## config.mk

```make
export PLATFORM = sky130hd
export DESIGN_NAME = hlsml_front
export DESIGN_NICKNAME = d
export VERILOG_FILES = /design/src/hlsml_pkg.sv /design/src/hlsml_front.sv
export SDC_FILE = /design/constraint.sdc
export NUM_CORES = 1
export LEC_CHECK = 0
export BUFFER_PORTS_ARGS = -buffer_cell sky130_fd_sc_hd__buf_4
export CORE_ASPECT_RATIO = 1.5
export CORE_MARGIN = 1
export CORE_UTILIZATION = 45
export DETAILED_ROUTE_END_ITERATION = 12
export MAX_ROUTING_LAYER = met4
export PLACE_DENSITY_LB_ADDON = 0.25
export REMOVE_ABC_BUFFERS = 1
export SLEW_MARGIN = 20
export SYNTH_ARGS = -nofsm -noshare
export SYNTH_HDL_FRONTEND = slang
export SYNTH_SLANG_ARGS = --single-unit
```

## constraint.sdc

```tcl
create_clock -name clock -period 9.1 [get_ports clock]
set_clock_uncertainty 0.15 [all_clocks]
set_input_delay 1.365 -clock clock [delete_from_list [all_inputs] [get_ports clock]]
set_output_delay 1.365 -clock clock [all_outputs]
set_load 0.05 [all_outputs]
```

## src/hlsml_pkg.sv

```systemverilog
// Shared types and constants of the hierarchical land/sea mask lookup.
`default_nettype none

package hlsml_pkg;

   // command codes
   localparam logic [1:0] CMD_QUERY  = 2'd0;
   localparam logic [1:0] CMD_GRID   = 2'd1;
   localparam logic [1:0] CMD_TENTH  = 2'd2;
   localparam logic [1:0] CMD_BITMAP = 2'd3;

   // status codes
   localparam logic [1:0] STATUS_OK    = 2'd0;
   localparam logic [1:0] STATUS_RANGE = 2'd1;
   localparam logic [1:0] STATUS_BAD   = 2'd2;

   // deciding level codes, also the resolution register codes
   localparam logic [1:0] LEVEL_NONE      = 2'd0;
   localparam logic [1:0] LEVEL_DEGREE    = 2'd1;
   localparam logic [1:0] LEVEL_TENTH     = 2'd2;
   localparam logic [1:0] LEVEL_HUNDREDTH = 2'd3;

   localparam logic [1:0] RESOLUTION_RESET = LEVEL_HUNDREDTH;

   localparam int ENTRY_LAND = -2;
   localparam int ENTRY_SEA  = -1;

   localparam int GRID_ROWS        = 180;
   localparam int GRID_COLUMNS     = 360;
   localparam int GRID_DEPTH       = GRID_ROWS * GRID_COLUMNS;
   localparam int GRID_ADDR_W      = $clog2(GRID_DEPTH);
   localparam int GRID_DATA_W      = 16;
   localparam int TENTH_DATA_W     = 21;
   localparam int BITMAP_DATA_W    = 8;
   localparam int CELLS_PER_BLOCK  = 100;
   localparam int BYTES_PER_BITMAP = 14;

   // coordinates in 16 fraction bits
   localparam logic signed [24:0] LAT_OFFSET = 25'sd5898240;   // 90 degrees
   localparam logic signed [24:0] LON_OFFSET = 25'sd11796480;  // 180 degrees
   localparam int ROUND_HALF  = 32768;
   localparam int LAT100_MAX  = GRID_ROWS * 100 - 1;
   localparam int LON100_WRAP = GRID_COLUMNS * 100;

   // reciprocal multiplies, exact below 36000 and below 100
   localparam int RECIP_100       = 5243;
   localparam int RECIP_100_SHIFT = 19;
   localparam int RECIP_10        = 205;
   localparam int RECIP_10_SHIFT  = 11;

   localparam int FRONT_STAGES = 4;
   localparam int INFLIGHT_W   = $clog2(FRONT_STAGES + 1);
   localparam int QUEUE_DEPTH  = 4;   // power of two, pointers wrap naturally
   localparam int QUEUE_PTR_W  = $clog2(QUEUE_DEPTH);
   localparam int QUEUE_CNT_W  = $clog2(QUEUE_DEPTH + 1);
   localparam int OCCUPANCY_W  = QUEUE_CNT_W + 1;

   typedef struct packed {
      logic [1:0]             command;
      logic [19:0]            table_address;
      logic [20:0]            table_data;
      logic                   range_error;
      logic [GRID_ADDR_W-1:0] grid_index;
      logic [6:0]             tenth_offset;
      logic [6:0]             bit_index;
   } item_type;

   typedef struct packed {
      logic                   empty;
      logic [QUEUE_CNT_W-1:0] count;
   } queue_status_type;

endpackage

`default_nettype wire

```

## src/hlsml_front.sv

```systemverilog
// Front end: range check, rounding to hundredths and digit split of each item.
`default_nettype none

module hlsml_front (
   input  wire logic                  clock,
   input  wire logic                  reset,
   input  wire logic                  accept,
   input  wire logic [1:0]            command,
   input  wire logic signed [24:0]    latitude,
   input  wire logic signed [24:0]    longitude,
   input  wire logic [19:0]           table_address,
   input  wire logic signed [20:0]    table_data,
   output logic                       push,
   output hlsml_pkg::item_type        item,
   output logic [hlsml_pkg::INFLIGHT_W-1:0] inflight
);

   // stage valid bits
   logic f1_valid_ff, f2_valid_ff, f3_valid_ff, f4_valid_ff;

   // fields carried down the stages
   hlsml_pkg::item_type f1_item_ff, f2_item_ff, f3_item_ff, f4_item_ff;
   hlsml_pkg::item_type f1_item_in, f2_item_in;

   logic signed [24:0] f1_lat_ff, f1_lon_ff;

   logic        f2_range_error_in;
   logic [24:0] f2_lat_u_in, f2_lon_u_in, f2_lat_u_ff, f2_lon_u_ff;
   logic signed [25:0] lat_sum, lon_sum;

   logic [31:0] lat_round, lon_round;
   logic [15:0] lat_h, lon_h;
   logic [14:0] f3_lat100_in, f3_lat100_ff;
   logic [15:0] f3_lon100_in, f3_lon100_ff;

   logic [31:0] lat_q, lon_q, lat_rest, lon_rest;
   logic [7:0]  f4_row_in, f4_row_ff;
   logic [8:0]  f4_col_in, f4_col_ff;
   logic [6:0]  f4_lat_rem_in, f4_lat_rem_ff, f4_lon_rem_in, f4_lon_rem_ff;

   logic [14:0] lat_t, lon_t;
   logic [3:0]  lat_tens, lon_tens, lat_ones, lon_ones;

   // stage 0 -> 1: fields of the accepted item
   always_comb begin
      f1_item_in               = '0;
      f1_item_in.command       = command;
      f1_item_in.table_address = table_address;
      f1_item_in.table_data    = table_data;
   end

   // stage 1 -> 2: range check and shift to non-negative
   always_comb begin
      lat_sum = 26'(f1_lat_ff) + 26'(hlsml_pkg::LAT_OFFSET);
      lon_sum = 26'(f1_lon_ff) + 26'(hlsml_pkg::LON_OFFSET);
      f2_lat_u_in = lat_sum[24:0];
      f2_lon_u_in = lon_sum[24:0];
      f2_range_error_in = (f1_lat_ff < -hlsml_pkg::LAT_OFFSET) ||
                          (f1_lat_ff > hlsml_pkg::LAT_OFFSET) ||
                          (f1_lon_ff < -hlsml_pkg::LON_OFFSET) ||
                          (f1_lon_ff > hlsml_pkg::LON_OFFSET);
      f2_item_in             = f1_item_ff;
      f2_item_in.range_error = f2_range_error_in;
   end

   // stage 2 -> 3: round half up to hundredths, clamp pole, wrap date line
   always_comb begin
      lat_round = 32'(f2_lat_u_ff) * 32'd100 + 32'(hlsml_pkg::ROUND_HALF);
      lon_round = 32'(f2_lon_u_ff) * 32'd100 + 32'(hlsml_pkg::ROUND_HALF);
      lat_h = lat_round[31:16];
      lon_h = lon_round[31:16];
      if (lat_h > 16'(hlsml_pkg::LAT100_MAX)) begin
         f3_lat100_in = 15'(hlsml_pkg::LAT100_MAX);
      end else begin
         f3_lat100_in = lat_h[14:0];
      end
      if (lon_h >= 16'(hlsml_pkg::LON100_WRAP)) begin
         f3_lon100_in = lon_h - 16'(hlsml_pkg::LON100_WRAP);
      end else begin
         f3_lon100_in = lon_h;
      end
   end

   // stage 3 -> 4: whole degrees and the remaining hundredths
   always_comb begin
      lat_q = (32'(f3_lat100_ff) * 32'(hlsml_pkg::RECIP_100)) >> hlsml_pkg::RECIP_100_SHIFT;
      lon_q = (32'(f3_lon100_ff) * 32'(hlsml_pkg::RECIP_100)) >> hlsml_pkg::RECIP_100_SHIFT;
      f4_row_in = lat_q[7:0];
      f4_col_in = lon_q[8:0];
      lat_rest = 32'(f3_lat100_ff) - 32'(f4_row_in) * 32'd100;
      lon_rest = 32'(f3_lon100_ff) - 32'(f4_col_in) * 32'd100;
      f4_lat_rem_in = lat_rest[6:0];
      f4_lon_rem_in = lon_rest[6:0];
   end

   // stage 4: tenth and hundredth digits, table offsets
   always_comb begin
      lat_t = 15'(f4_lat_rem_ff) * 15'(hlsml_pkg::RECIP_10);
      lon_t = 15'(f4_lon_rem_ff) * 15'(hlsml_pkg::RECIP_10);
      lat_tens = 4'(lat_t >> hlsml_pkg::RECIP_10_SHIFT);
      lon_tens = 4'(lon_t >> hlsml_pkg::RECIP_10_SHIFT);
      lat_ones = 4'(f4_lat_rem_ff - 7'(lat_tens) * 7'd10);
      lon_ones = 4'(f4_lon_rem_ff - 7'(lon_tens) * 7'd10);
      item = f4_item_ff;
      item.tenth_offset = 7'(lat_tens) * 7'd10 + 7'(lon_tens);
      item.bit_index    = 7'(lat_ones) * 7'd10 + 7'(lon_ones);
      item.grid_index   = hlsml_pkg::GRID_ADDR_W'(f4_row_ff) *
                          hlsml_pkg::GRID_ADDR_W'(hlsml_pkg::GRID_COLUMNS) +
                          hlsml_pkg::GRID_ADDR_W'(f4_col_ff);
   end

   always_ff @(posedge clock) begin
      if (reset) begin
         f1_valid_ff <= 1'b0;
         f2_valid_ff <= 1'b0;
         f3_valid_ff <= 1'b0;
         f4_valid_ff <= 1'b0;
      end else begin
         f1_valid_ff <= accept;
         f2_valid_ff <= f1_valid_ff;
         f3_valid_ff <= f2_valid_ff;
         f4_valid_ff <= f3_valid_ff;
      end
   end

   always_ff @(posedge clock) begin
      f1_item_ff <= f1_item_in;
      f1_lat_ff  <= latitude;
      f1_lon_ff  <= longitude;

      f2_item_ff  <= f2_item_in;
      f2_lat_u_ff <= f2_lat_u_in;
      f2_lon_u_ff <= f2_lon_u_in;

      f3_item_ff   <= f2_item_ff;
      f3_lat100_ff <= f3_lat100_in;
      f3_lon100_ff <= f3_lon100_in;

      f4_item_ff    <= f3_item_ff;
      f4_row_ff     <= f4_row_in;
      f4_col_ff     <= f4_col_in;
      f4_lat_rem_ff <= f4_lat_rem_in;
      f4_lon_rem_ff <= f4_lon_rem_in;
   end

   assign push     = f4_valid_ff;
   assign inflight = hlsml_pkg::INFLIGHT_W'(f1_valid_ff) + hlsml_pkg::INFLIGHT_W'(f2_valid_ff) +
                     hlsml_pkg::INFLIGHT_W'(f3_valid_ff) + hlsml_pkg::INFLIGHT_W'(f4_valid_ff);

endmodule

`default_nettype wire

```

Word-level counts from Yosys, hierarchy flattened
Cells that the tools add are included.
{ "totals": {"memories": 0, "ff_bits": 341, "romBits": 0, "ram_bits": 0, "inputBits": 96, "latchBits": 0, "wordCells": 66} }
{ "op_classes": {"shift": 0, "n_reduce_logical": 3, "n_mux": 1, "bitwise": 0, "order_cmp": 6, "eq_ne": 0, "div": 0, "n_mul": 12, "n_addsub": 15} }
{ "op_table": {"columns": ["operator", "count"], "rows": [
  ["$add 32x16->32 const B", 2],
  ["$mul 25x5->30 const B", 2],
  ["$mul 7x8->15 const B", 2],
  ["$mul 16x13->28 const B", 1],
  ["$mul 15x13->27 const B", 1],
  ["$add 25x24->25 const B", 1],
  ["$add 25x25->25 const B", 1],
  ["$gt 25x24->1 const B", 1],
  ["$gt 25x25->1 const B", 1],
  ["$lt 25x24->1 const B", 1],
  ["$lt 25x25->1 const B", 1],
  ["$add 16x9->16", 1],
  ["$ge 16x16->1 const B", 1],
  ["$gt 16x15->1 const B", 1],
  ["$mux 16", 1],
  ["$sub 16x16->16 const B", 1],
  ["$add 7x4->7", 2],
  ["$sub 7x7->7", 2],
  ["$mul 8x6->13 const B", 1],
  ["$mul 4x3->6 const B", 2],
  ["$mul 9x5->5 const B", 1],
  ["$mul 8x5->5 const B", 1],
  ["$sub 4x4->4", 2],
  ["$mul 4x3->3 const B", 1],
  ["other kinds (4)", 6]
]} }

Depth between registers and ports, before layout
{ "logic_depth": {"ltp_word": 5, "ltp_mapped": 29} }

Worst setup path after synthesis
Ideal clock, no wire load.
{ "synth_path": {"kind": "reg-to-output", "startpoint": "register f4_lon_rem_ff[4]", "endpoint": "output port item[6] (netlist name)", "path_stages_with_launch": 24, "setup_slack_ns": 1.416, "t_arrival_ns": 6.169, "path_buffers": 0, "cell_sequence": "dfxtp_1 > ha_1 > ha_1 > fa_1 > inv_1 > fa_1 > inv_1 > ha_1 > a31o_2 > a21o_1 > a21o_1 > a21oi_1 > inv_1 > a21oi_1 > xnor2_1 > ha_1 > fa_1 > xor2_1 > xnor2_1 > xnor2_1 > ha_1 > a21oi_1 > nor2_1 > xnor2_1"} }
{ "synth_rtl": {"columns": ["item", "line_no", "source"], "rows": [
  ["start, declared", "hlsml_front.sv:39", "logic [6:0] f4_lat_rem_in, f4_lat_rem_ff, f4_lon_rem_in, f4_lon_rem_ff;"],
  ["start signal, assigned", "hlsml_front.sv:143", "f4_lon_rem_ff <= f4_lon_rem_in;"],
  ["end, declared", "hlsml_front.sv:14", "output hlsml_pkg::item_type item,"]
]} }

==> run_results.csv <==
group,metric,value,unit
run_status,status,"finished clean",
global_route,grt_pass1_vias,17100,
synthesis,ys_seq_area_share,28.1,%
critical_path,cp-start-kind,"register",
sta,finalSetupViolCount,0,
critical_path,cp_data_arrival_time,6.60,ns
sta,max_freq,123,MHz
synthesis,synth_cells,2343,
clock_tree,cts_tree,"done",
critical_path,r2r-start,"f3_lat100_ff[12]",
clock_tree,htreeDepth,2,
clock_tree,cts_root_buffer,"clkbuf_16",
worst_hold_path,holdPathStages,0,
clock_tree,hold_buffers,0,
synthesis,netlist_area,0.0243,mm²
finish,layout-drive-gt1-share,10.6,%
synthesis,synth.distinct_cells,90,
floorplan,start_util,45.9,%
clock_tree,cts.path.max_buffers,3,
global_route,track_usage,17.9,%
global_route,antenna_found_initial,1,
floorplan,die_x,192,µm
clock_tree,cts_resized,0,
sta,finalCriticalPeriod,8.11,ns
global_route,grt_pass1_wl,77.7,mm
detailed_routing,wl_per_cell,13.9,µm
clock_tree,clk_pin_slew_worst_paths,0.06,ns
floorplan,rows,103,
synthesis,yosysWarnings,0,
floorplan,core-area,0.0530,mm²
synthesis,async_flop_share,0,%
sta,final-hold-violation-count,0,
sta,slew_viol_final,0,
critical_path,rrSetupSlack,2.36,ns
clock_tree,cts.sink_count,341,
placement,globalplace.congestion,0.890,
synthesis,ys_top_cells_by_area,"dfxtp_1, ha_1, fa_1",
sta,finalSetupTns,0,ns
detailed_routing,routed_wl,45.3,mm
critical_path,reg2reg_depth,23,
synthesis,synth_seq_cells,341,
run,cap_violations,0,
critical_path,cp_data_required_time,7.59,ns
sta,rsz0062_at_grt,"false",
detailed_routing,drtIter0Drc,357,
clock_tree,numCtsBuffers,36,
detailed_routing,viasPerCell,4.88,
synthesis,yosysMostFrequentCell,"inv_1",
synthesis,syn_avg_cell_area,10.4,µm²
synthesis,netlist_top_cells_count,"inv_1, ha_1, dfxtp_1, fa_1, xnor2_1",
placement,place.port_buffers,173,
synthesis,synth_top_flop_cell,"dfxtp_1",
synthesis,synth_enable_flop_cells,0,
detailed_routing,antenna_left,0,
critical_path,cp_max_fo,4,
critical_path,r2r_end,"f4_lat_rem_ff[6]",
synthesis,synth_top_area_share,28.1,%
critical_path,end_kind,"output pin",
floorplan,die_y,287,µm
synthesis,synth_top_cell_by_area,"dfxtp_1",
detailed_routing,drtPass1Iterations,4,
clock_tree,post_cts_buffers,0,
detailed_routing,vias,15800,
detailed_routing,drc,0,
sta,worst_pin_slew,0.757,ns
sta,slew_headroom,49.2,%
finish,n_fill_cell,4658,
global_route,grt_max_degree,16,
worst_hold_path,hold_path.class,"register to register",
global_route,grt_overflow,0,
worst_hold_path,min_from,"f1_item_ff[67]",
finish,nets,3334,
sta,fin_crit_sh,89.1,%
placement,hpwl,38.6,mm
finish,area_delta_synth_final,13.8,%
clock_tree,clock_latency,0.55,ns
worst_hold_path,hold_end,"f2_item_ff[67]",
critical_path,worstSetupPathType,"register to output pin",
floorplan,ios,174,
floorplan,dieArea,0.0549,mm²
sequential cells by signal, summed over array words and instances (netlist names), 16 cells and up:
name and cells:
f2_item_ff 44, f3_item_ff 44, item 44, f1_item_ff 43, f1_lat_ff 25, f1_lon_ff 25, f2_lat_u_ff 25, f2_lon_u_ff 25
f3_lon100_ff 16
how the worst max path moves through the flow:
| stage | cells past startpoint | from | end |
|---|---|---|---|
| after global routing | 25 | f4_lat_rem_ff[3] | item[6] |
| after CTS | 25 | f4_lat_rem_ff[4] | item[6] |
| after detailed placement | 25 | f4_lat_rem_ff[4] | item[6] |
| final | 25 | f4_lat_rem_ff[4] | item[6] |
| after global placement | 25 | f4_lat_rem_ff[4] | item[6] |
| after floorplan | 23 | f4_lon_rem_ff[4] | item[6] |
metal layers:
layer | vias to the layer above | global-route usage, % | wire length [µm]
met3 | 76 | 3.55 | 2130
met5 | - | - | 0
li1 | 7994 | - | -
met1 | 7490 | 18.6 | 18000
met2 | 274 | 33.6 | 24200
met4 | 0 | 4.74 | 952
kinds of logic after synthesis:
family | count (synthesis) | synth area share, %
xor gates and xnor gates | 144 | 5.19
AOI/OAI and AO/OA | 271 | 7.60
adders and majority gates | 702 | 42.8
muxes | 8 | 0.345
DFF | 341 | 28.1
buffers and inverters | 562 | 8.87
and+or+nand+nor | 315 | 7.06
worst max-delay path, cell delays in order, from the launching register on:
cell and delay (ns):
dfxtp_1 0.42, ha_1 0.27, ha_1 0.30, fa_1 0.51, inv_1 0.05, fa_1 0.50
inv_1 0.04, ha_1 0.27, a31o_2 0.20, a21oi_1 0.17, nor2b_1 0.06, o21ai_0 0.14
nand2b_1 0.08, a21o_1 0.20, a21oi_1 0.23, xnor2_1 0.20, fa_1 0.45, xnor2_1 0.15
xnor2_1 0.25, ha_1 0.29, ha_1 0.21, fa_1 0.53, nand2_1 0.06, nor2_1 0.12
xnor2_1 0.13, buf_4 0.22
cells in the final DEF, fill, tap and decap left out, types with 6 or more instances in the layout:
master     instances
clkbuf_16         36
nand3_1           23
or4_1              9
a21oi_1           81
and3_1            12
nor2_1            61
a21o_1            31
o21ai_0           41
nor4_1            14
or3_1             16
and2_1             8
a31oi_1           14
nor2b_1           13
o21bai_1          10
dfxtp_1          341
nand2_1           58
nor3_1            32
clkbuf_8           8
o21ai_1            8
fa_1             216
buf_4            173
nand4_1           14
xnor2_1          107
a211oi_1           9
nand2b_1          18
ha_1             486
xor2_1            37
a2111oi_0          6
o21a_1            10
inv_1            544
metrics by stage:
| stage | instance area (µm²) | worst slack, ns | hold slack [ns] | util (%) | instances |
|---|---|---|---|---|---|
| 2_1_floorplan | 24200 | 1.42 | 0.160 | - | 2325 |
| 3_3_place_gp | 26300 | 1.63 | 0.160 | 49.7 | 3180 |
| 3_5_place_dp | 26300 | 1.50 | 0.162 | 49.7 | 3180 |
| 4_1_cts | 27600 | 0.903 | 0.169 | 52.2 | 3244 |
| 5_1_grt | 27600 | 0.636 | 0.173 | 52.2 | 3245 |
| 6_report | 27600 | 0.990 | 0.169 | 52.2 | 3245 |
cell type report:
type                    instances  area, µm²  area share, %
flip-flops and latches        341       6830           24.7
clock buffers                  47       1020           3.70
multi-input cells            1440      15300           55.4
well taps                     682        853           3.09
diodes                          1       2.50        0.00905
repair buffers                173       1300           4.70
clock inverters                17        283           1.02
inverters                     544       2040           7.39
Power is left out: the tool's default activity adds up to more than one toggle a clock period on the data nets, which glitch-free logic cannot reach.
