$ cat config.mk
export PLATFORM = sky130hd
export DESIGN_NAME = hlsml_queue
export DESIGN_NICKNAME = d
export VERILOG_FILES = /design/src/hlsml_pkg.sv /design/src/hlsml_queue.sv
export SDC_FILE = /design/constraint.sdc
export NUM_CORES = 1
export LEC_CHECK = 0
export BUFFER_PORTS_ARGS = -buffer_cell sky130_fd_sc_hd__clkbuf_2
export CAP_MARGIN = 0
export CORE_MARGIN = 10
export CORE_UTILIZATION = 27
export DETAILED_ROUTE_END_ITERATION = 7
export HOLD_SLACK_MARGIN = 0.1
export SLEW_MARGIN = 20
export SYNTH_ARGS = -nofsm -noshare
export SYNTH_HDL_FRONTEND = slang
export SYNTH_SLANG_ARGS = --single-unit
$ cat constraint.sdc
create_clock -name clock -period 3.2 [get_ports clock]
set_input_delay 0.32 -clock clock [delete_from_list [all_inputs] [get_ports clock]]
set_output_delay 0.32 -clock clock [all_outputs]
set_load 0.05 [all_outputs]
$ cat src/hlsml_pkg.sv
// Shared types and constants of the hierarchical land/sea mask lookup.
`default_nettype none

package hlsml_pkg;

   // command codes
   localparam logic [1:0] CMD_QUERY  = 2'd0;
   localparam logic [1:0] CMD_GRID   = 2'd1;
   localparam logic [1:0] CMD_TENTH  = 2'd2;
   localparam logic [1:0] CMD_BITMAP = 2'd3;

   // status codes
   localparam logic [1:0] STATUS_OK    = 2'd0;
   localparam logic [1:0] STATUS_RANGE = 2'd1;
   localparam logic [1:0] STATUS_BAD   = 2'd2;

   // deciding level codes, also the resolution register codes
   localparam logic [1:0] LEVEL_NONE      = 2'd0;
   localparam logic [1:0] LEVEL_DEGREE    = 2'd1;
   localparam logic [1:0] LEVEL_TENTH     = 2'd2;
   localparam logic [1:0] LEVEL_HUNDREDTH = 2'd3;

   localparam logic [1:0] RESOLUTION_RESET = LEVEL_HUNDREDTH;

   localparam int ENTRY_LAND = -2;
   localparam int ENTRY_SEA  = -1;

   localparam int GRID_ROWS        = 180;
   localparam int GRID_COLUMNS     = 360;
   localparam int GRID_DEPTH       = GRID_ROWS * GRID_COLUMNS;
   localparam int GRID_ADDR_W      = $clog2(GRID_DEPTH);
   localparam int GRID_DATA_W      = 16;
   localparam int TENTH_DATA_W     = 21;
   localparam int BITMAP_DATA_W    = 8;
   localparam int CELLS_PER_BLOCK  = 100;
   localparam int BYTES_PER_BITMAP = 14;

   // coordinates in 16 fraction bits
   localparam logic signed [24:0] LAT_OFFSET = 25'sd5898240;   // 90 degrees
   localparam logic signed [24:0] LON_OFFSET = 25'sd11796480;  // 180 degrees
   localparam int ROUND_HALF  = 32768;
   localparam int LAT100_MAX  = GRID_ROWS * 100 - 1;
   localparam int LON100_WRAP = GRID_COLUMNS * 100;

   // reciprocal multiplies, exact below 36000 and below 100
   localparam int RECIP_100       = 5243;
   localparam int RECIP_100_SHIFT = 19;
   localparam int RECIP_10        = 205;
   localparam int RECIP_10_SHIFT  = 11;

   localparam int FRONT_STAGES = 4;
   localparam int INFLIGHT_W   = $clog2(FRONT_STAGES + 1);
   localparam int QUEUE_DEPTH  = 4;   // power of two, pointers wrap naturally
   localparam int QUEUE_PTR_W  = $clog2(QUEUE_DEPTH);
   localparam int QUEUE_CNT_W  = $clog2(QUEUE_DEPTH + 1);
   localparam int OCCUPANCY_W  = QUEUE_CNT_W + 1;

   typedef struct packed {
      logic [1:0]             command;
      logic [19:0]            table_address;
      logic [20:0]            table_data;
      logic                   range_error;
      logic [GRID_ADDR_W-1:0] grid_index;
      logic [6:0]             tenth_offset;
      logic [6:0]             bit_index;
   } item_type;

   typedef struct packed {
      logic                   empty;
      logic [QUEUE_CNT_W-1:0] count;
   } queue_status_type;

endpackage

`default_nettype wire

$ cat src/hlsml_queue.sv
// Short FIFO of classified items between front end and table walker.
`default_nettype none

module hlsml_queue (
   input  wire logic                    clock,
   input  wire logic                    reset,
   input  wire logic                    push,
   input  wire hlsml_pkg::item_type     push_item,
   input  wire logic                    pop,
   output hlsml_pkg::item_type          head,
   output hlsml_pkg::queue_status_type  status
);

   hlsml_pkg::item_type entry_ff [hlsml_pkg::QUEUE_DEPTH];

   logic [hlsml_pkg::QUEUE_PTR_W-1:0] wr_ptr_ff, wr_ptr_in, rd_ptr_ff, rd_ptr_in;
   logic [hlsml_pkg::QUEUE_CNT_W-1:0] count_ff, count_in;

   always_comb begin
      wr_ptr_in = push ? wr_ptr_ff + 1'b1 : wr_ptr_ff;
      rd_ptr_in = pop ? rd_ptr_ff + 1'b1 : rd_ptr_ff;
      count_in  = count_ff + hlsml_pkg::QUEUE_CNT_W'(push) - hlsml_pkg::QUEUE_CNT_W'(pop);
   end

   always_ff @(posedge clock) begin
      if (reset) begin
         wr_ptr_ff <= '0;
         rd_ptr_ff <= '0;
         count_ff  <= '0;
      end else begin
         wr_ptr_ff <= wr_ptr_in;
         rd_ptr_ff <= rd_ptr_in;
         count_ff  <= count_in;
      end
   end

   always_ff @(posedge clock) begin
      if (push) begin
         entry_ff[wr_ptr_ff] <= push_item;
      end
   end

   assign head         = entry_ff[rd_ptr_ff];
   assign status.empty = (count_ff == '0);
   assign status.count = count_ff;

   a_no_overflow: assert property (@(posedge clock) disable iff (reset)
      push |-> (count_ff < hlsml_pkg::QUEUE_CNT_W'(hlsml_pkg::QUEUE_DEPTH)) || pop)
      else $error("item pushed into a full queue");

   a_no_underflow: assert property (@(posedge clock) disable iff (reset)
      pop |-> count_ff != '0)
      else $error("item popped from an empty queue");

endmodule

`default_nettype wire

# [After elaboration in Yosys (flattened, before gate mapping)]
# Memories as Yosys holds them, arrays and structs flattened. A register that Yosys moved wholly into a read port is not among the register bits.
# Index checks and enable logic that the tools add are counted.
[word_totals] ff_bits=7 latch_bits=0 ramBits=296 mem_bits_ro=0 in_bits=78 out_inout_bits=78 elab_cells=13 n_memories=1
[mem_list] memory="entry_ff" depth=4 word_bits=74 rd=1 rd_clocked_by_memory_dff=1 write_ports=1 line_no="hlsml_queue.sv:14" rtl="hlsml_pkg::item_type entry_ff [hlsml_pkg::QUEUE_DEPTH];"
[op_classes] n_addsub=4 multipliers=0 div=0 magnitude_cmp=0 n_eq_ne=0 shifts=0 n_mux=4 bitwise_logic=0 reduce_logical=1
[op_table] operator="2-bit by 1-bit adder with 2-bit output, second input constant" count=2
[op_table] operator="2-bit 2-to-1 mux" count=2
[op_table] operator="3-bit by 1-bit adder with 3-bit output" count=1
[op_table] operator="3-bit logical NOT" count=1
[op_table] operator="3-bit by 1-bit subtractor with 3-bit output" count=1
[op_table] operator="1-bit 2-to-1 mux" count=2

# [Depth between registers and ports, before layout]
# Gate-level depths: netlist (run 1).
[logic_depth] depth_word=3 mapped_depth=7 depth_no_buf=7

# [Worst setup path before layout (run 1)]
# OpenSTA, ideal clock, no wires.
[synth_path] kind="register to register" startpoint="register wr_ptr_ff[0] (netlist name)" endpoint="memory entry_ff[0][0] (netlist name), enable pin" setup_ns=0.440 arrival_ns=2.272 required_ns=2.760 setup_slack_ns=0.488 path_stages_with_launch=4 path_buffers=0 period_less_slack_ns=2.712 cell_sequence="dfxtp_1 > inv_1 > ha_1 > and2_1"
[synth_rtl] item="start, declared" line_no="hlsml_queue.sv:16" rtl="logic [hlsml_pkg::QUEUE_PTR_W-1:0] wr_ptr_ff, wr_ptr_in, rd_ptr_ff, rd_ptr_in;"
[synth_rtl] item="start signal, assigned" line_no="hlsml_queue.sv:31" rtl="wr_ptr_ff <= wr_ptr_in;"
[synth_rtl] item="end, declared" line_no="hlsml_queue.sv:14"
# Straight into the memory's write port.

==> results of run 1 <==
-- per-layer routing --
layer | GRT usage | share of wire | vias to the layer above
met5 | 0 | 0 | -
met4 | 0.0316 | 0.024 | 0
met3 | 0.0297 | 0.052 | 39
met2 | 0.160 | 0.51 | 134
met1 | 0.114 | 0.42 | 2722
li1 | - | - | 2358
-- power groups by stage --
stage	Clock, mW	Combinational [mW]	Sequential [mW]
floorplan	0	0.966	4.76
global placement	0	1.36	4.74
detailed placement	0	1.37	4.75
CTS	3.92	1.45	4.66
global route	4.06	1.51	4.68
finish	3.78	1.42	4.66
-- stage by stage --
step	cells	total power, mW	hold slack (ns)	area, um^2
final	1246	9.85	0.178	14500
after global routing	1246	10.2	0.164	14500
after CTS	1246	10.0	0.122	14500
after detailed placement	1109	6.12	0.527	12600
after global placement	1109	6.10	0.516	12600
after floorplan	427	5.72	0.392	11100
-- what timing repair did --
| action | CTS | global route |
|---|---|---|
| hold endpoints to repair | 305 | 0 |
| buffers inserted | 0 | 0 |
| hold buffers | 77 | 0 |
-- worst max-delay path by stage --
stage,cells after the start,start,slack (ns),to
CTS,3,flop,0.37,head[4]
global placement,3,flop,1.01,head[4]
global route,3,flop,0.33,head[4]
floorplan,3,wr_ptr_ff[0],0.49,entry_ff[0][0]
finish,3,flop,0.49,head[4]
detailed placement,3,flop,0.98,head[4]
-- synth_stat cells --
cell type and n:
edfxtp_1 296, mux4_2 74, dfxtp_1 9, buf_2 7, buf_6 7, ha_1 6
inv_1 6, nor2_1 5, and2_1 4, nor2b_1 2, xnor2_1 2, a21bo_2 1
a21oi_1 1, buf_4 1, clkbuf_1 1, fa_1 1, mux2i_1 1, nand3b_1 1
nor3_1 1, xor3_1 1
-- cells by family after synthesis --
kind of cell | count (synthesis) | share of synthesized area
adders and majority gates | 7 | 0.00856
buffers and inverters | 22 | 0.0133
and+or+nand+nor | 13 | 0.00619
muxes | 75 | 0.151
AOI/OAI and AO/OA | 2 | 0.00135
xor gates and xnor gates | 3 | 0.00372
DFF | 305 | 0.816
-- state kept, by name, indices dropped and copies added, names as in the netlist, named ones only --
name / flops
wr_ptr_ff: 2
entry_ff: 296
rd_ptr_ff: 2
count_ff: 3
-- cells in the final DEF (no fill, tap or decap), drive strengths merged --
cell and instances:
nand3b 1, dfxtp 9, dlygate4sd3 77, edfxtp 296, ha 6, nor2b 2, bufinv 3, fa 1
clkinvlp 3, a21bo 1, a21oi 1, clkbuf 199, xnor2 2, clkinv 8, mux4 74, nor2 5
mux2i 1, and2 4, inv 8, buf 11, nor3 1, xor3 1
-- final cells by class --
cell class / count / area (um^2)
flip-flops and latches: 305 / 9080
fillers: 3807 / 26300
multi-input cells: 100 / 1910
clock inverters: 16 / 165
well taps: 532 / 666
repair buffers: 243 / 1720
clock buffers: 44 / 910
inverters: 6 / 22.5
-- worst max-delay path, stage by stage, from the launching register on --
cell,delay [ns]
dfxtp_4,0.67
buf_12,0.32
mux4_2,0.57
clkbuf_2,0.27
==> impl_metrics.tcl, run 1 <==
set metrics [dict create \
    cts_tree "yes" \
    diodes 0 \
    gp_congestion 0.680 \
    pwr-share-seq 0.473 \
    regToRegSetupSlack_ns 1.36 \
    antenna_found_initial 0 \
    clockBufferDepth 3 \
    p_switching_mw 2.54 \
    leakage_nw 4.90 \
    grt_max_degree 43 \
    setup_viol_count_final 0 \
    wl_per_cell_um 19.0 \
    coreArea_um2 40700 \
    numPortBuffers 155 \
    min_path_type "input pin to flop" \
    drtIter0Drc 344 \
    die_w_um 223 \
    p_int_mw 7.31 \
    worst_pin_slew_ns 0.618 \
    cp-start-kind "flop" \
    dr_total_vias 5253 \
    syn_to_final_growth_pct 30.1 \
    overflow 0 \
    synth-seq-cells 305 \
    clk_latency_ns 0.53 \
    synth_cells 427 \
    fmax_mhz 369 \
    drc 0 \
    rsz0062_at_grt "no" \
    post_cts_resize_count 0 \
    syn_area_um2 11100 \
    final-hold-violation-count 0 \
    min_to "wr_ptr_ff[0]" \
    synthTopCellsByArea "edfxtp_1, mux4_2, dfxtp_1" \
    clock_sinks 305 \
    r2r_cells 4 \
    synth_fp_nets 512 \
    die_area_um2 49700 \
    dp_slack_ns 0.982 \
    finalSetupTns_ns 0 \
    period_needed_ns 2.71 \
    skew_ns 0.0236 \
    ir_worst_vdd_mv 0.408 \
    required_ns 2.88 \
    start_util 0.273 \
    min_from "push" \
    drt_first_pass_iters 4 \
    maxSlewHeadroom 0.588 \
    drtAntennaViolNets 0 \
    avgViaCountPerCell 4.22 \
    layout_setup_ws_ns 0.490 \
    drv_cap 0 \
    postRouteWirelength_um 23600 \
    swShare 0.258 \
    worstPathMaxFanout 26 \
    pwr-share-clk 0.383 \
    boundaryPins 156 \
    seq_area_frac_synth 0.816 \
    drive_above_1_share 0.412 \
    combPwrFrac 0.144 \
    grt.total_usage 0.0952 \
    yosysTopAreaCell "edfxtp_1" \
    status "completed" \
    crit_type "flop to output pin" \
    grt_pass1_wl_um 36300 \
    ys_types 20 \
    die_h_um 223 \
    cts.reportedPaths.clkPinSlew_ns 0.06 \
    htree_num_levels 2 \
    rows 74 \
    synth_top_cell_area_share 0.800 \
    min_period_over_period 0.847 \
    avgSynthCellArea_um2 26.0 \
    grt_pass1_vias 6043 \
    final_core_util 0.355 \
    fin_nets 775 \
    maxSlewViolCount 0 \
    cp.arrival_ns 2.39 \
    dpl.hpwl_um 14200 \
    timing.rr.start "wr_ptr_ff[0]" \
    power.density_nw_per_um2 681 \
    yosys_warnings 0 \
    whs_path_depth 3 \
    cp-end-kind "output pin" \
    numCtsBuffers 34 \
    reg2reg_to "entry_ff[2][20]" \
    cts-root-buf "clkbuf_16" \
]
Note: power is estimated with default switching activity, not from simulation.
==> run 2: changes to the inputs <==
clock period = 2.8 ns   (was 3.2 ns; I/O delays follow)
==> run 2 against run 1 <==
Effect of this change:
- first-iteration DRC count shrank 1.7%
- wire length shrank 2.0%
- die area unchanged
- largest cell class unchanged
- critical path type unchanged
- final area increased by 0.29%
- sequential power up 14%
- sequential cell count stayed put
- power is 15% higher
==> impl_metrics.tcl, run 2 (same netlist as run 1, synthesis figures left out) <==
set metrics [dict create \
    min_period_over_period 0.901 \
    layout_common_cells "edfxtp_1, clkbuf_2, dlygate4sd3_1" \
    power.density_nw_per_um2 780 \
    period_needed_ns 2.52 \
    cp.arrival_ns 2.24 \
    required_ns 2.52 \
    rsz0062_at_grt "no" \
    skew_ns 0.0101 \
    drtIter0Drc 338 \
    grt_use_met2 0.159 \
    cts_tree "yes" \
    timing.critical_path.max_delay_family "buffers and inverters" \
    worstPathMaxFanout 35 \
    fmax_mhz 396 \
    hold_ws_ns 0.135 \
    maxSlewViolCount 0 \
    antenna_found_initial 1 \
    grt_max_degree 75 \
    rows 74 \
    ir_worst_vdd_mv 0.625 \
    cp-start-kind "flop" \
    crit_path_top_delay_cell "mux4_2" \
    fin_nets 775 \
    min_path_type "input pin to flop" \
    final_core_util 0.356 \
    drtAntennaViolNets 0 \
    grt_pass1_wl_um 35900 \
    numCtsBuffers 34 \
    drv_cap 0 \
    gp_congestion 0.656 \
    grt_use_met1 0.107 \
    drt_first_pass_iters 5 \
    cp-end-kind "output pin" \
    largest_reg_flops 296 \
    cts_setup_buffers 0 \
    avgViaCountPerCell 4.21 \
    postRouteWirelength_um 23200 \
    htree_num_levels 2 \
    maxSlewHeadroom 0.661 \
    top_register "entry_ff" \
    coreArea_um2 40700 \
    clock_sinks 305 \
    layout_commonest_cell "edfxtp_1" \
    die_w_um 223 \
    path_cells "buf_12 > mux4_2 > clkbuf_2" \
    numPortBuffers 155 \
    finalSetupTns_ns 0 \
    worst_pin_slew_ns 0.509 \
    syn_to_final_growth_pct 30.5 \
    final-hold-violation-count 0 \
    wl_per_cell_um 18.6 \
    cts.reportedPaths.clkPinSlew_ns 0.05 \
    overflow 0 \
    boundaryPins 156 \
    grt_pass1_vias 6061 \
    leakage_nw 4.93 \
    clockBufferDepth 3 \
    post_cts_resize_count 0 \
    dpl.hpwl_um 14000 \
    cp.buffers_inverters 2 \
    setup_viol_count_final 0 \
    die_area_um2 49700 \
    cts-root-buf "clkbuf_16" \
    die_h_um 223 \
    hold_buffers 77 \
    drive_above_1_share 0.411 \
    drc 0 \
    top_regs "entry_ff (296), count_ff (3)" \
    grt_busiest_layer "met2" \
    crit_type "flop to output pin" \
    grt.total_usage 0.0935 \
    grt_use_met3 0.0271 \
    cp_slowest_stage_delay_ns 0.57 \
    clk_latency_ns 0.52 \
    status "completed" \
    dr_total_vias 5260 \
    start_util 0.273 \
]
-- run 2: cell types whose count changed in the layout (fill, tap and decap cells not counted) --
cell	change
clkinv_1	+4
clkbuf_1	-3
clkbuf_16	+2
clkbuf_8	+4
bufinv_16	-1
inv_6	-2
diode_2	+1
clkinvlp_4	-3
-- run 2: metal layers --
metal	routed length (um)	vias up	share of wire
met5	0	-	0
met4	673	0	0.029
met3	1180	41	0.051
met2	11800	120	0.51
met1	9480	2736	0.41
li1	-	2363	-
-- run 2: area by class of cell --
cell class              instances  area (um^2)
diodes                          1         2.50
clock buffers                  47         1000
clock inverters                14          110
fillers                      3791        26200
inverters                       6         22.5
multi-input cells             100         1910
flip-flops and latches        305         9080
well taps                     532          666
repair buffers                243         1720
-- run 2: worst register-to-register path: cells and delay by family (launching register included) --
kind | cells | cell delay [ns]
buffers and inverters | 2 | 0.49
flip-flops | 1 | 0.35
AND/OR/NAND/NOR | 1 | 0.35
adder cells (fa/ha/maj) | 1 | 0.14
-- run 2: final timing paths --
check             slack, ns  cells after the start              end          from
setup / recovery       0.28                      3         head[17]          flop
hold / removal         0.14                      3     wr_ptr_ff[0]          push
setup reg to reg       1.12                      4  entry_ff[2][73]  wr_ptr_ff[0]
hold reg to reg        0.55                      2             flop  rd_ptr_ff[0]
-- run 2: per-stage QoR --
step	instances	area, um^2	power (mW)	setup WS (ns)
3_3_place_gp	1109	12600	6.96	0.768
6_report	1248	14500	11.3	0.277
5_1_grt	1248	14500	11.7	0.116
3_5_place_dp	1109	12600	6.98	0.754
2_1_floorplan	427	11100	6.54	0.0883
4_1_cts	1247	14500	11.5	0.172
-- run 2: power by group --
group	internal [mW]	switching (mW)
Combinational	0.531	1.08
Sequential	5.25	0.0696
Clock	2.68	1.70
==> run 3: changes to the inputs <==
CORE_UTILIZATION = 57   (was 27)
PLACE_DENSITY = 0.79   (was unset)
SLEW_MARGIN = unset   (was 20)
==> run 3 against run 2 <==
Effect of this change:
- critical path depth unchanged
- sequential share of layout area up 1.7 points
- power down 1.9%
- maximum frequency down 0.94%
- clock power down 5.3%
- utilization up 37 points
- clock-buffer cell count down 13
- sequential cell count unchanged
- first-iteration DRC count up 22%
- final cell count down 22%
- global-route usage up 7.7 points
- largest cell class unchanged
- largest power group unchanged
==> impl_metrics.tcl, run 3 (same netlist as run 1, synthesis figures left out) <==
set metrics [dict create \
    grt.total_usage 0.171 \
    numCtsBuffers 30 \
    cp-start-kind "flop" \
    fin_nets 774 \
    cts_setup_buffers 0 \
    numPortBuffers 155 \
    min_period_over_period 0.910 \
    cp.arrival_ns 2.27 \
    start_util 0.575 \
    rows 51 \
    grt_pass1_vias 5921 \
    final_core_util 0.730 \
    dpl.hpwl_um 13400 \
    largest_reg_flops 296 \
    die_w_um 160 \
    drtIter0Drc 413 \
    skew_ns 0.00542 \
    drive_above_1_share 0.419 \
    status "completed" \
    layout_common_cells "edfxtp_1, clkbuf_2, dlygate4sd3_1" \
    clockBufferDepth 3 \
    htree_num_levels 1 \
    drt_first_pass_iters 4 \
    boundaryPins 156 \
    p_total_mw 11.1 \
    drtAntennaViolNets 0 \
    grt_pass1_wl_um 34500 \
    cts_tree "yes" \
    drv_cap 0 \
    gp_congestion 0.706 \
    die_h_um 160 \
    die_area_um2 25500 \
    syn_to_final_growth_pct 27.1 \
    overflow 0 \
    worstPathMaxFanout 21 \
    avgViaCountPerCell 5.47 \
    dr_total_vias 5351 \
    grt_max_degree 38 \
    final_area_um2 14100 \
    top_regs "entry_ff (296), count_ff (3)" \
    clock_sinks 305 \
    cts.reportedPaths.clkPinSlew_ns 0.06 \
    placed_area_um2 12300 \
    maxSlewHeadroom 0.713 \
    setup_viol_count_final 0 \
    layout_commonest_cell "edfxtp_1" \
    leakage_nw 4.90 \
    cts-root-buf "clkbuf_16" \
    coreArea_um2 19300 \
    finalSetupTns_ns 0 \
    top_register "entry_ff" \
    cp-end-kind "output pin" \
    hold_ws_ns 0.154 \
    required_ns 2.52 \
    min_path_type "input pin to flop" \
    worst_pin_slew_ns 0.431 \
    antenna_found_initial 0 \
    ir_worst_vdd_mv 0.579 \
    clk_latency_ns 0.53 \
    rsz0062_at_grt "no" \
    wl_per_cell_um 22.3 \
    drc 0 \
    period_needed_ns 2.55 \
    postRouteWirelength_um 21800 \
    crit_type "flop to output pin" \
    fmax_mhz 393 \
    maxSlewViolCount 0 \
    power.density_nw_per_um2 786 \
    final-hold-violation-count 0 \
]
## run 3: changes by cell type in the layout (fill, tap and decap cells not counted), sizes merged
cell,delta
clkbuf,-13
dlygate4sd3,-1
buf,+4
clkinvlp,+3
bufinv,+4
## run 3: metrics by stage
| stage | instances | setup WS [ns] |
|---|---|---|
| after floorplan | 427 | 0.0883 |
| after global placement | 846 | 0.758 |
| after detailed placement | 846 | 0.742 |
| after CTS | 977 | 0.171 |
| after global routing | 977 | 0.108 |
| final | 978 | 0.253 |
## run 3: per-layer routing
layer	vias to the layer above	wire length, um	track usage
met3	36	1480	0.0404
met5	-	0	0
li1	2354	-	-
met4	0	341	0.0345
met1	2766	8970	0.227
met2	195	11000	0.285
## run 3: worst max-delay path: stages, from the launching register on
cell	delay, ns
dfxtp_4	0.62
buf_4	0.32
mux4_2	0.54
clkbuf_2	0.25
## run 3: repair_timing
| item | CTS | global route |
|---|---|---|
| hold buffers | 76 | 0 |
| endpoints found under the hold margin | 305 | 0 |
| resized for setup | 0 | 0 |
## run 3: worst paths after layout
path	start	to	slack [ns]	cells past startpoint
min	push	wr_ptr_ff[1]	0.15	3
max	flop	head[24]	0.25	3
max reg2reg	count_ff[0]	count_ff[2]	1.12	7
min reg2reg	rd_ptr_ff[1]	flop	0.54	2
## run 3: final cells by class
class | count | area (um^2)
inverters | 6 | 22.5
diodes | 1 | 2.50
repair buffers | 246 | 1740
flip-flops and latches | 305 | 9080
fillers | 1090 | 5220
clock buffers | 34 | 787
multi-input cells | 100 | 1910
well taps | 265 | 332
clock inverters | 21 | 256
## run 3: report_power, final
group / total (mW) / leakage [nW] / switching, mW / internal [mW]
sequential: 5.33 / 2.79 / 0.0891 / 5.24
clock: 4.15 / 0.506 / 1.59 / 2.56
combinational: 1.61 / 1.60 / 1.08 / 0.538
total: 11.1 / 4.90 / 2.75 / 8.34
